## src/hw/rtl/pst_pkg.sv

```systemverilog
`timescale 1ns / 1ps

package pst_pkg;

    localparam int MAX_SENSORS = 16;
    localparam int TIME_W      = 32;
    localparam int INDEX_W     = 4;
    localparam int COUNT_W     = $clog2(MAX_SENSORS + 1);
    localparam int S_TDATA_W   = 3 * TIME_W;
    localparam int M_TDATA_W   = ((TIME_W + INDEX_W + 7) / 8) * 8;

    localparam logic [TIME_W-1:0]  TIME_ONES = {TIME_W{1'b1}};
    localparam logic [COUNT_W-1:0] COUNT_MAX = COUNT_W'(MAX_SENSORS);

    // one sensor entry after the input register
    typedef struct packed {
        logic              never;
        logic              last;
        logic [TIME_W-1:0] period;
        logic [TIME_W-1:0] elapsed;
    } t_entry;

    typedef struct packed {
        logic [TIME_W-1:0]  wait_ms;
        logic [INDEX_W-1:0] index;
    } t_result;

endpackage

```

## src/hw/rtl/periodic_due_time_scan_unit.sv

```systemverilog
`timescale 1ns / 1ps

// Scans a stream of sensor entries, one beat per sensor with tlast on the final
// one, and returns one beat per scan: a wait of 0 with the index of the first
// due sensor, or else the smallest remaining time (period minus the modular
// elapsed time) and its sensor. A last time of 0 counts as due. With no
// qualifying entry the wait is all ones and the previous index is repeated.
// Entries beyond MAX_SENSORS in one scan are ignored. One entry is taken every
// cycle unless a result waits on i_m_axis_tready; the result passes through an
// input register (which forms the elapsed time) and a result register.

module periodic_due_time_scan_unit
    import pst_pkg::*;
(
    input  logic                 i_clk,
    input  logic                 i_rst_n,
    input  logic                 i_s_axis_tvalid,
    output logic                 o_s_axis_tready,
    // now_ms [31:0], period_ms [63:32], last_time_ms [95:64]
    input  logic [S_TDATA_W-1:0] i_s_axis_tdata,
    input  logic                 i_s_axis_tlast,
    output logic                 o_m_axis_tvalid,
    input  logic                 i_m_axis_tready,
    // wait_ms [31:0], sensor_index [35:32], zero pad above
    output logic [M_TDATA_W-1:0] o_m_axis_tdata
);

    logic              r_s1_valid;
    t_entry            r_s1;
    logic              r_out_valid;
    t_result           r_out;
    t_result           result;
    logic              s1_go;
    logic              s_beat;
    logic [TIME_W-1:0] in_now, in_period, in_last;

    assign in_now    = i_s_axis_tdata[TIME_W-1:0];
    assign in_period = i_s_axis_tdata[2*TIME_W-1:TIME_W];
    assign in_last   = i_s_axis_tdata[3*TIME_W-1:2*TIME_W];

    assign s1_go  = r_s1_valid && (!r_s1.last || !r_out_valid || i_m_axis_tready);
    assign o_s_axis_tready = !r_s1_valid || s1_go;
    assign s_beat = i_s_axis_tvalid && o_s_axis_tready;

    always_ff @(posedge i_clk) begin
        if (!i_rst_n) begin
            r_s1_valid <= 1'b0;
        end else if (o_s_axis_tready) begin
            r_s1_valid <= i_s_axis_tvalid;
        end
    end

    always_ff @(posedge i_clk) begin
        if (s_beat) begin
            r_s1.never   <= (in_last == '0);
            r_s1.last    <= i_s_axis_tlast;
            r_s1.period  <= in_period;
            r_s1.elapsed <= in_now - in_last;
        end
    end

    pst_tracker u_tracker (
        .i_clk    (i_clk),
        .i_rst_n  (i_rst_n),
        .i_step   (s1_go),
        .i_entry  (r_s1),
        .o_result (result)
    );

    always_ff @(posedge i_clk) begin
        if (!i_rst_n) begin
            r_out_valid <= 1'b0;
        end else if (s1_go && r_s1.last) begin
            r_out_valid <= 1'b1;
        end else if (i_m_axis_tready) begin
            r_out_valid <= 1'b0;
        end
    end

    always_ff @(posedge i_clk) begin
        if (s1_go && r_s1.last) begin
            r_out <= result;
        end
    end

    assign o_m_axis_tvalid = r_out_valid;
    assign o_m_axis_tdata  = M_TDATA_W'({r_out.index, r_out.wait_ms});

endmodule

```

## src/hw/rtl/pst_tracker.sv

```systemverilog
`timescale 1ns / 1ps

module pst_tracker
    import pst_pkg::*;
(
    input  logic    i_clk,
    input  logic    i_rst_n,
    input  logic    i_step,
    input  t_entry  i_entry,
    output t_result o_result
);

    logic [COUNT_W-1:0] r_count, n_count;
    logic [TIME_W-1:0]  r_best, n_best;
    logic               r_due, n_due;
    logic [INDEX_W-1:0] r_chosen, n_chosen;

    logic               due_now;
    logic [TIME_W-1:0]  remain;
    logic [INDEX_W-1:0] idx;

    assign due_now = i_entry.never || (i_entry.elapsed > i_entry.period);
    assign remain  = i_entry.period - i_entry.elapsed;
    assign idx     = INDEX_W'(r_count);

    always_comb begin
        n_count  = r_count;
        n_best   = r_best;
        n_due    = r_due;
        n_chosen = r_chosen;
        if (r_count < COUNT_MAX) begin
            if (!r_due) begin
                if (due_now) begin
                    n_due    = 1'b1;
                    n_best   = '0;
                    n_chosen = idx;
                end else if (remain < r_best) begin
                    n_best   = remain;
                    n_chosen = idx;
                end
            end
            n_count = r_count + 1'b1;
        end
    end

    assign o_result.wait_ms = n_due ? '0 : n_best;
    assign o_result.index   = n_chosen;

    always_ff @(posedge i_clk) begin
        if (!i_rst_n) begin
            r_count  <= '0;
            r_best   <= TIME_ONES;
            r_due    <= 1'b0;
            r_chosen <= '0;
        end else if (i_step) begin
            r_chosen <= n_chosen;
            if (i_entry.last) begin
                r_count <= '0;
                r_best  <= TIME_ONES;
                r_due   <= 1'b0;
            end else begin
                r_count <= n_count;
                r_best  <= n_best;
                r_due   <= n_due;
            end
        end
    end

endmodule
```

## config.mk

```make
export PLATFORM = sky130hd
export DESIGN_NAME = periodic_due_time_scan_unit
export DESIGN_NICKNAME = d
export VERILOG_FILES = /design/src/hw/rtl/pst_pkg.sv /design/src/hw/rtl/periodic_due_time_scan_unit.sv /design/src/hw/rtl/pst_tracker.sv
export SDC_FILE = /design/constraint.sdc
export NUM_CORES = 1
export LEC_CHECK = 0
export BUFFER_PORTS_ARGS = -buffer_cell sky130_fd_sc_hd__buf_4
export CELL_PAD_IN_SITES_DETAIL_PLACEMENT = 1
export CELL_PAD_IN_SITES_GLOBAL_PLACEMENT = 2
export CORE_MARGIN = 10
export CORE_UTILIZATION = 35
export DETAILED_ROUTE_END_ITERATION = 10
export PLACE_DENSITY_LB_ADDON = 0.3
export SYNTH_ARGS = -nofsm -noshare
export SYNTH_HDL_FRONTEND = slang
export SYNTH_SLANG_ARGS = --single-unit
```

## constraint.sdc

```tcl
create_clock -name i_clk -period 15 [get_ports i_clk]
set_clock_uncertainty 0.15 [all_clocks]
set_input_delay 0.75 -clock i_clk [delete_from_list [all_inputs] [get_ports i_clk]]
set_output_delay 0.75 -clock i_clk [all_outputs]
set_load 0.02 [all_outputs]
```

==> impl_metrics.tcl, run 1 <==
set metrics [dict create \
    post_cts_buffers 0 \
    synth_ff_type "edfxtp_1" \
    tightest_slew_ns 1.228 \
    slew_headroom_pct 17.91 \
    layout_common_cells "buf_4 (142), inv_1 (120), edfxtp_1 (102)" \
    grt_max_degree 67 \
    port-buffer-count 138 \
    outcome "completed" \
    via_per_inst 5.223 \
    synthTopCellsByArea "edfxtp_1 (31%), ha_1 (12%), dfxtp_1 (8.9%), inv_1 (4.5%), a21oi_1 (3.7%)" \
    core_sq_um 27860 \
    synth_top_area_cell "edfxtp_1" \
    die_w_microns 188.3 \
    place_inst 1539 \
    path_max_fanout 37 \
    worst-endpoint-arrival_ns 6.24 \
    dieArea_sq_um 35460 \
    async_reset_ff_share_pct 0 \
    final_common_cell "buf_4" \
    grt_overflow 0 \
    worst_path_largest_cell_delay_ns 0.56 \
    cp_data_required_time_ns 15.21 \
    num_rows 61 \
    fmax_mhz 165.6 \
    grt_setup_unrepaired "no" \
    fillers 3231 \
    dp_hpwl_microns 21020 \
    startpoint "r_s1[32]" \
    post-place-ws_ns 8.909 \
    layout.nets 1378 \
    wl_per_cell_microns 17.12 \
    antenna_found_initial 0 \
    cts_tree "built" \
    synth_area_sq_um 9916 \
    drive_gt1_share_pct 16.18 \
    syn_area_per_cell_sq_um 9.381 \
    power.density_nw_per_um2 116.1 \
    hp-class "reg2reg" \
    worstSetupPathType "reg2reg" \
    gp_congestion 0.8043 \
    multi_input_area_sq_um 5348 \
    slowest_stage "nand2b_1" \
    htree_num_levels 4 \
    max_cap_viol_count 0 \
    ys_seq_elements 146 \
    worstReg2RegEnd "u_tracker.r_chosen[2]" \
    cts.sinks 146 \
    grt_pass1_wl_microns 43930 \
    initial_core_util_pct 35.59 \
    synth_edf_count 102 \
    startpoint_type "flip-flop" \
    ys_seq_area_share_pct 39.77 \
    post_layout_nonfiller_instances 1571 \
    num_io_pins 143 \
    dieHeight_microns 188.3 \
    clkLatencyLatePin_ns 0.43 \
    setup.worst_path.end "u_tracker.r_chosen[2]" \
    path_buf_inv 3 \
    r2r-start "r_s1[32]" \
    fin_util_pct 42.63 \
    seqCellArea_sq_um 3944 \
    r2r_setup_slack_ns 8.96 \
    slew_viol_final 0 \
    drtIter0Drc 352 \
    cts-root-buf "clkbuf_16" \
    crit_path_end_kind "flip-flop" \
    yosysWarnings 0 \
    setup_violations 0 \
    area_delta_synth_final_pct 19.76 \
    hold_viol_final 0 \
    post_dp_cell_area_sq_um 11280 \
    fin_ws_ns 8.961 \
    cts_resized 0 \
    ir_drop_uv 76.33 \
    drt_wl_total_microns 26890 \
    numCtsBuffers 17 \
    clkTransAtPathRegs_ns 0.07 \
    hold_buffers 0 \
    ant_nets 0 \
    synth.top_cell.area_share_pct 30.89 \
    crit_family "compound AO/OA/AOI/OAI gates" \
    tns_ns 0 \
    period_share_pct 40.26 \
    drcViolationCount 0 \
    reg2regPathDepth 21 \
    fin_area_sq_um 11880 \
    layout_min_cycle_time_ns 6.039 \
    path_cells "inv_1, ha_1, inv_1, fa_1, a211oi_1, o21a_1, o211ai_2, a311o_1, o21ai_0, mux2_2, a211o_1, ha_1, nand4_1, nor2_1, o221ai_1, a32oi_1, a31oi_1, o21ai_4, buf_4, nand2b_1, mux2i_1" \
    grt_usage_pct 14.92 \
    max-clock-path-buffers 2 \
    synth_cells 1057 \
    leakagePower_uw 0.005270 \
    synth_cell_type_count 78 \
    crit_cells 21 \
    firstDrtPassIters 5 \
    via_count 8205 \
    n_antenna_cell 0 \
    grt_pass1_vias 8480 \
]
==> cells in the mapped netlist (all sizes together), types with 8 or more instances <==
library cell,n
nand3,20
nand2b,14
o21a,19
nand2,59
a211oi,16
a22oi,25
a221o,9
and2,8
nor3,20
a21oi,75
nor4,12
xnor2,27
nand4,15
a21o,29
edfxtp,102
inv,120
buf,24
xor2,17
o21ai,36
dfxtp,44
or3,8
clkbuf,17
nor2,94
a221oi,23
ha,95
nor2b,13
==> worst min-delay path by stage <==
stage,from,endpoint,slack [ns],cells after the start
after CTS,u_tracker.r_chosen[0],u_tracker.r_chosen[0],0.32,2
final,u_tracker.r_chosen[0],u_tracker.r_chosen[0],0.31,2
after floorplan,u_tracker.r_chosen[3],u_tracker.r_chosen[3],0.28,2
after detailed placement,u_tracker.r_chosen[0],u_tracker.r_chosen[0],0.30,2
after global placement,u_tracker.r_chosen[1],u_tracker.r_chosen[1],0.30,2
after global routing,i_s_axis_tlast,r_s1[64],0.32,1
==> report_power, final <==
part           leakage [uW]  switching [uW]  internal [uW]
Clock              0.000297             190            242
Combinational       0.00363             278            183
Sequential          0.00134            13.9            472
Total               0.00527             482            897
==> worst reg2reg max path, stage by stage (launching register included) <==
cell and delay, ns:
edfxtp_1 0.36, inv_1 0.06, ha_1 0.16, inv_1 0.06, fa_1 0.42, a211oi_1 0.30, o21a_1 0.21, o211ai_2 0.16
a311o_1 0.35, o21ai_0 0.27, mux2_2 0.37, a211o_1 0.31, ha_1 0.34, nand4_1 0.08, nor2_1 0.13, o221ai_1 0.13
a32oi_1 0.21, a31oi_1 0.11, o21ai_4 0.51, buf_4 0.47, nand2b_1 0.56, mux2i_1 0.24
==> layer usage <==
layer  track usage, %  vias to the layer above  part of all wire, %  wire length (microns)
met5                0                        -                    0                      0
met3            2.603                       16                  3.1                    845
met1            20.01                     3908                   50                  13380
met2            24.39                      127                   46                  12430
li1                 -                     4154                    -                      -
met4            3.632                        0                 0.85                    228
==> sequential cells by signal, summed over array words and instances, names as in the netlist <==
name	flops
u_tracker.r_best	32
u_tracker.r_due	1
o_m_axis_tdata	36
r_s1_valid	1
r_s1	66
u_tracker.r_chosen	4
u_tracker.r_count	5
o_m_axis_tvalid	1
==> stage by stage <==
| stage | power, uW | hold slack (ns) |
|---|---|---|
| floorplan | 823.1 | 0.2845 |
| CTS | 1393 | 0.3163 |
| global route | 1468 | 0.3241 |
| detailed placement | 955.0 | 0.3021 |
| finish | 1378 | 0.3099 |
| global placement | 947.3 | 0.2981 |
==> cell families after synthesis <==
logic type / count (synthesis) / synth area share [%]
buffers and inverters: 161 / 6.549
multiplexers: 10 / 1.073
AND/OR/NAND/NOR: 288 / 14.22
flip-flops: 146 / 39.77
adder cells (fa/ha/maj): 97 / 12.39
XOR/XNOR: 44 / 3.886
AO/OA/AOI/OAI: 310 / 22.07
other: 1 / 0.03782
==> final cells by class <==
class | instances | share of cell area [%]
Clock buffer | 20 | 4.120
Clock inverter | 12 | 0.8851
Inverter | 120 | 3.793
Multi-Input combinational cell | 753 | 45.03
Sequential cell | 146 | 33.21
Tap cell | 378 | 3.983
Timing Repair Buffer | 142 | 8.977
Note: power is estimated with default switching activity, not from simulation.
==> run 2: changes to the inputs <==
Clock period 15 ns to 5.8 ns, I/O delays scaled along.
==> run 2 against run 1 <==
- setup slack got worse by 8.6 ns
- routed wire length increased by 2.2%
- via count is 2.1% higher
- sequential share of layout area decreased by 1.1 points
- final cell count increased by 2.9%
- first-iteration DRC count fell by 2.3%
- non-clock buffer count rose by 45
- flip-flop and latch count did not move
- core utilization is 1.5 points higher
==> impl_metrics.tcl, run 2 (synthesized netlist as in run 1, its figures left out) <==
set metrics [dict create \
    fin_util_pct 44.15 \
    setup.worst_path.end "o_m_axis_tdata[6]" \
    cp_data_required_time_ns 5.92 \
    grt_pass1_vias 8823 \
    path_cells "inv_1, ha_1, inv_1, fa_1, a211oi_1, o21a_1, o211ai_2, a311o_1, o21ai_0, mux2_2, a211o_1, ha_1, a21oi_1, a21oi_1, o21ai_0, a32oi_1, a31oi_1, and3_4, buf_12, a22oi_1, nor2_1" \
    reg2regPathDepth 21 \
    layout_common_cells "buf_4 (150), inv_1 (120), edfxtp_1 (102)" \
    startpoint "r_s1[32]" \
    outcome "completed" \
    port-buffer-count 138 \
    slew_viol_final 0 \
    fin_area_sq_um 12300 \
    grt_usage_pct 15.50 \
    p_int_uw 2350 \
    drt_wl_total_microns 27480 \
    n_antenna_cell 0 \
    num_io_pins 143 \
    cts-root-buf "clkbuf_16" \
    slowest_stage "fa_1" \
    crit_cells 21 \
    firstDrtPassIters 4 \
    die_w_microns 188.3 \
    grt_overflow 0 \
    post_cts_buffers 0 \
    dp_hpwl_microns 21410 \
    layout_min_cycle_time_ns 5.414 \
    setup_violations 0 \
    via_count 8375 \
    hp-class "in2reg" \
    fmax_mhz 184.7 \
    dieHeight_microns 188.3 \
    num_rows 61 \
    gp_congestion 0.7964 \
    hold_viol_final 0 \
    grt_setup_unrepaired "no" \
    worstReg2RegEnd "o_m_axis_tdata[6]" \
    drcViolationCount 0 \
    layout.nets 1423 \
    worst-endpoint-arrival_ns 5.53 \
    seqPwrFrac_pct 35.3 \
    largest_reg_flops 66 \
    power.density_nw_per_um2 289.5 \
    p_switching_uw 1210 \
    max-clock-path-buffers 2 \
    path_max_fanout 29 \
    swShare_pct 33.98 \
    slew_headroom_pct 38.86 \
    p_clk_share_pct 29.8 \
    dieArea_sq_um 35460 \
    leakagePower_uw 0.005448 \
    worst_path_largest_cell_delay_ns 0.41 \
    area_delta_synth_final_pct 24.02 \
    grt_pass1_wl_microns 45820 \
    htree_num_levels 4 \
    worstSetupPathType "reg2reg" \
    startpoint_type "flip-flop" \
    ir_drop_uv 197.2 \
    ant_nets 0 \
    crit_family "compound AO/OA/AOI/OAI gates" \
    tns_ns 0 \
    top_register "r_s1" \
    antenna_found_initial 0 \
    path_buf_inv 3 \
    period_share_pct 93.35 \
    cts.sinks 146 \
    crit_path_end_kind "flip-flop" \
    r2r_setup_slack_ns 0.39 \
    drtIter0Drc 344 \
    clkTransAtPathRegs_ns 0.07 \
    max_cap_viol_count 0 \
    r2r-start "r_s1[32]" \
    final_common_cell "buf_4" \
    initial_core_util_pct 35.59 \
    grt_max_degree 67 \
    numCtsBuffers 17 \
    cts_tree "built" \
    clkLatencyLatePin_ns 0.41 \
    core_sq_um 27860 \
    post_dp_cell_area_sq_um 11380 \
    drive_gt1_share_pct 16.24 \
    tightest_slew_ns 0.8939 \
    wl_per_cell_microns 17.00 \
    via_per_inst 5.183 \
    comb_power_share_pct 34.9 \
    total_power_uw 3560 \
]
-- run 2: worst reg2reg max path, delay by kind of cell (launching register included) --
family	cells	cell delay, ns
and+or+nand+nor	2	0.55
AOI/OAI and AO/OA	12	2.62
buffers and inverters	3	0.34
adders and majority gates	3	0.89
muxes	1	0.37
DFF	1	0.36
-- run 2: worst min-delay path by stage --
stage	startpoint	slack, ns	to	cells past startpoint
floorplan	i_s_axis_tdata[32]	0.24	r_s1[32]	0
global placement	u_tracker.r_chosen[1]	0.30	u_tracker.r_chosen[1]	2
detailed placement	u_tracker.r_chosen[1]	0.30	u_tracker.r_chosen[1]	2
CTS	i_rst_n	0.06	r_s1_valid	2
global route	i_rst_n	0.07	u_tracker.r_count[1]	2
finish	i_rst_n	0.08	r_s1_valid	2
-- run 2: per-stage QoR --
stage | hold WS (ns) | setup WS [ns] | instances
5_1_grt | 0.07309 | 0.02462 | 1616
2_1_floorplan | 0.2389 | 1.006 | 1060
3_3_place_gp | 0.2976 | 0.4699 | 1549
3_5_place_dp | 0.3046 | 0.3259 | 1549
4_1_cts | 0.06180 | 0.3005 | 1616
6_report | 0.08428 | 0.3860 | 1616
-- run 2: cell type report --
cell class	count	area, sq um
inverter	120	450.4
multi-input combinational	753	5351
sequential	146	3944
clock inverter	11	102.6
tap	378	473.0
timing repair buffer	187	1516
fill	3209	15560
clock buffer	21	460.4
-- run 2: repair_timing --
item,4_1_cts,5_1_grt
resized for setup,0,1
endpoints found under the hold margin,35,0
setup endpoints to repair,0,23
hold buffers,35,0
-- run 2: power by group through the flow --
stage / Combinational (uW) / Clock (uW) / Sequential [uW]
3_5_place_dp: 1230 / 0 / 1280
5_1_grt: 1410 / 1130 / 1270
3_3_place_gp: 1200 / 0 / 1280
6_report: 1240 / 1060 / 1260
2_1_floorplan: 846 / 0 / 1280
4_1_cts: 1250 / 1090 / 1260
-- run 2: routing by layer --
| metal | routed length [microns] | GRT usage (%) | up-vias |
|---|---|---|---|
| li1 | - | - | 4241 |
| met1 | 13670 | 21.09 | 3993 |
| met2 | 12840 | 25.33 | 134 |
| met3 | 805 | 2.382 | 7 |
| met4 | 157 | 3.480 | 0 |
| met5 | 0 | 0 | - |
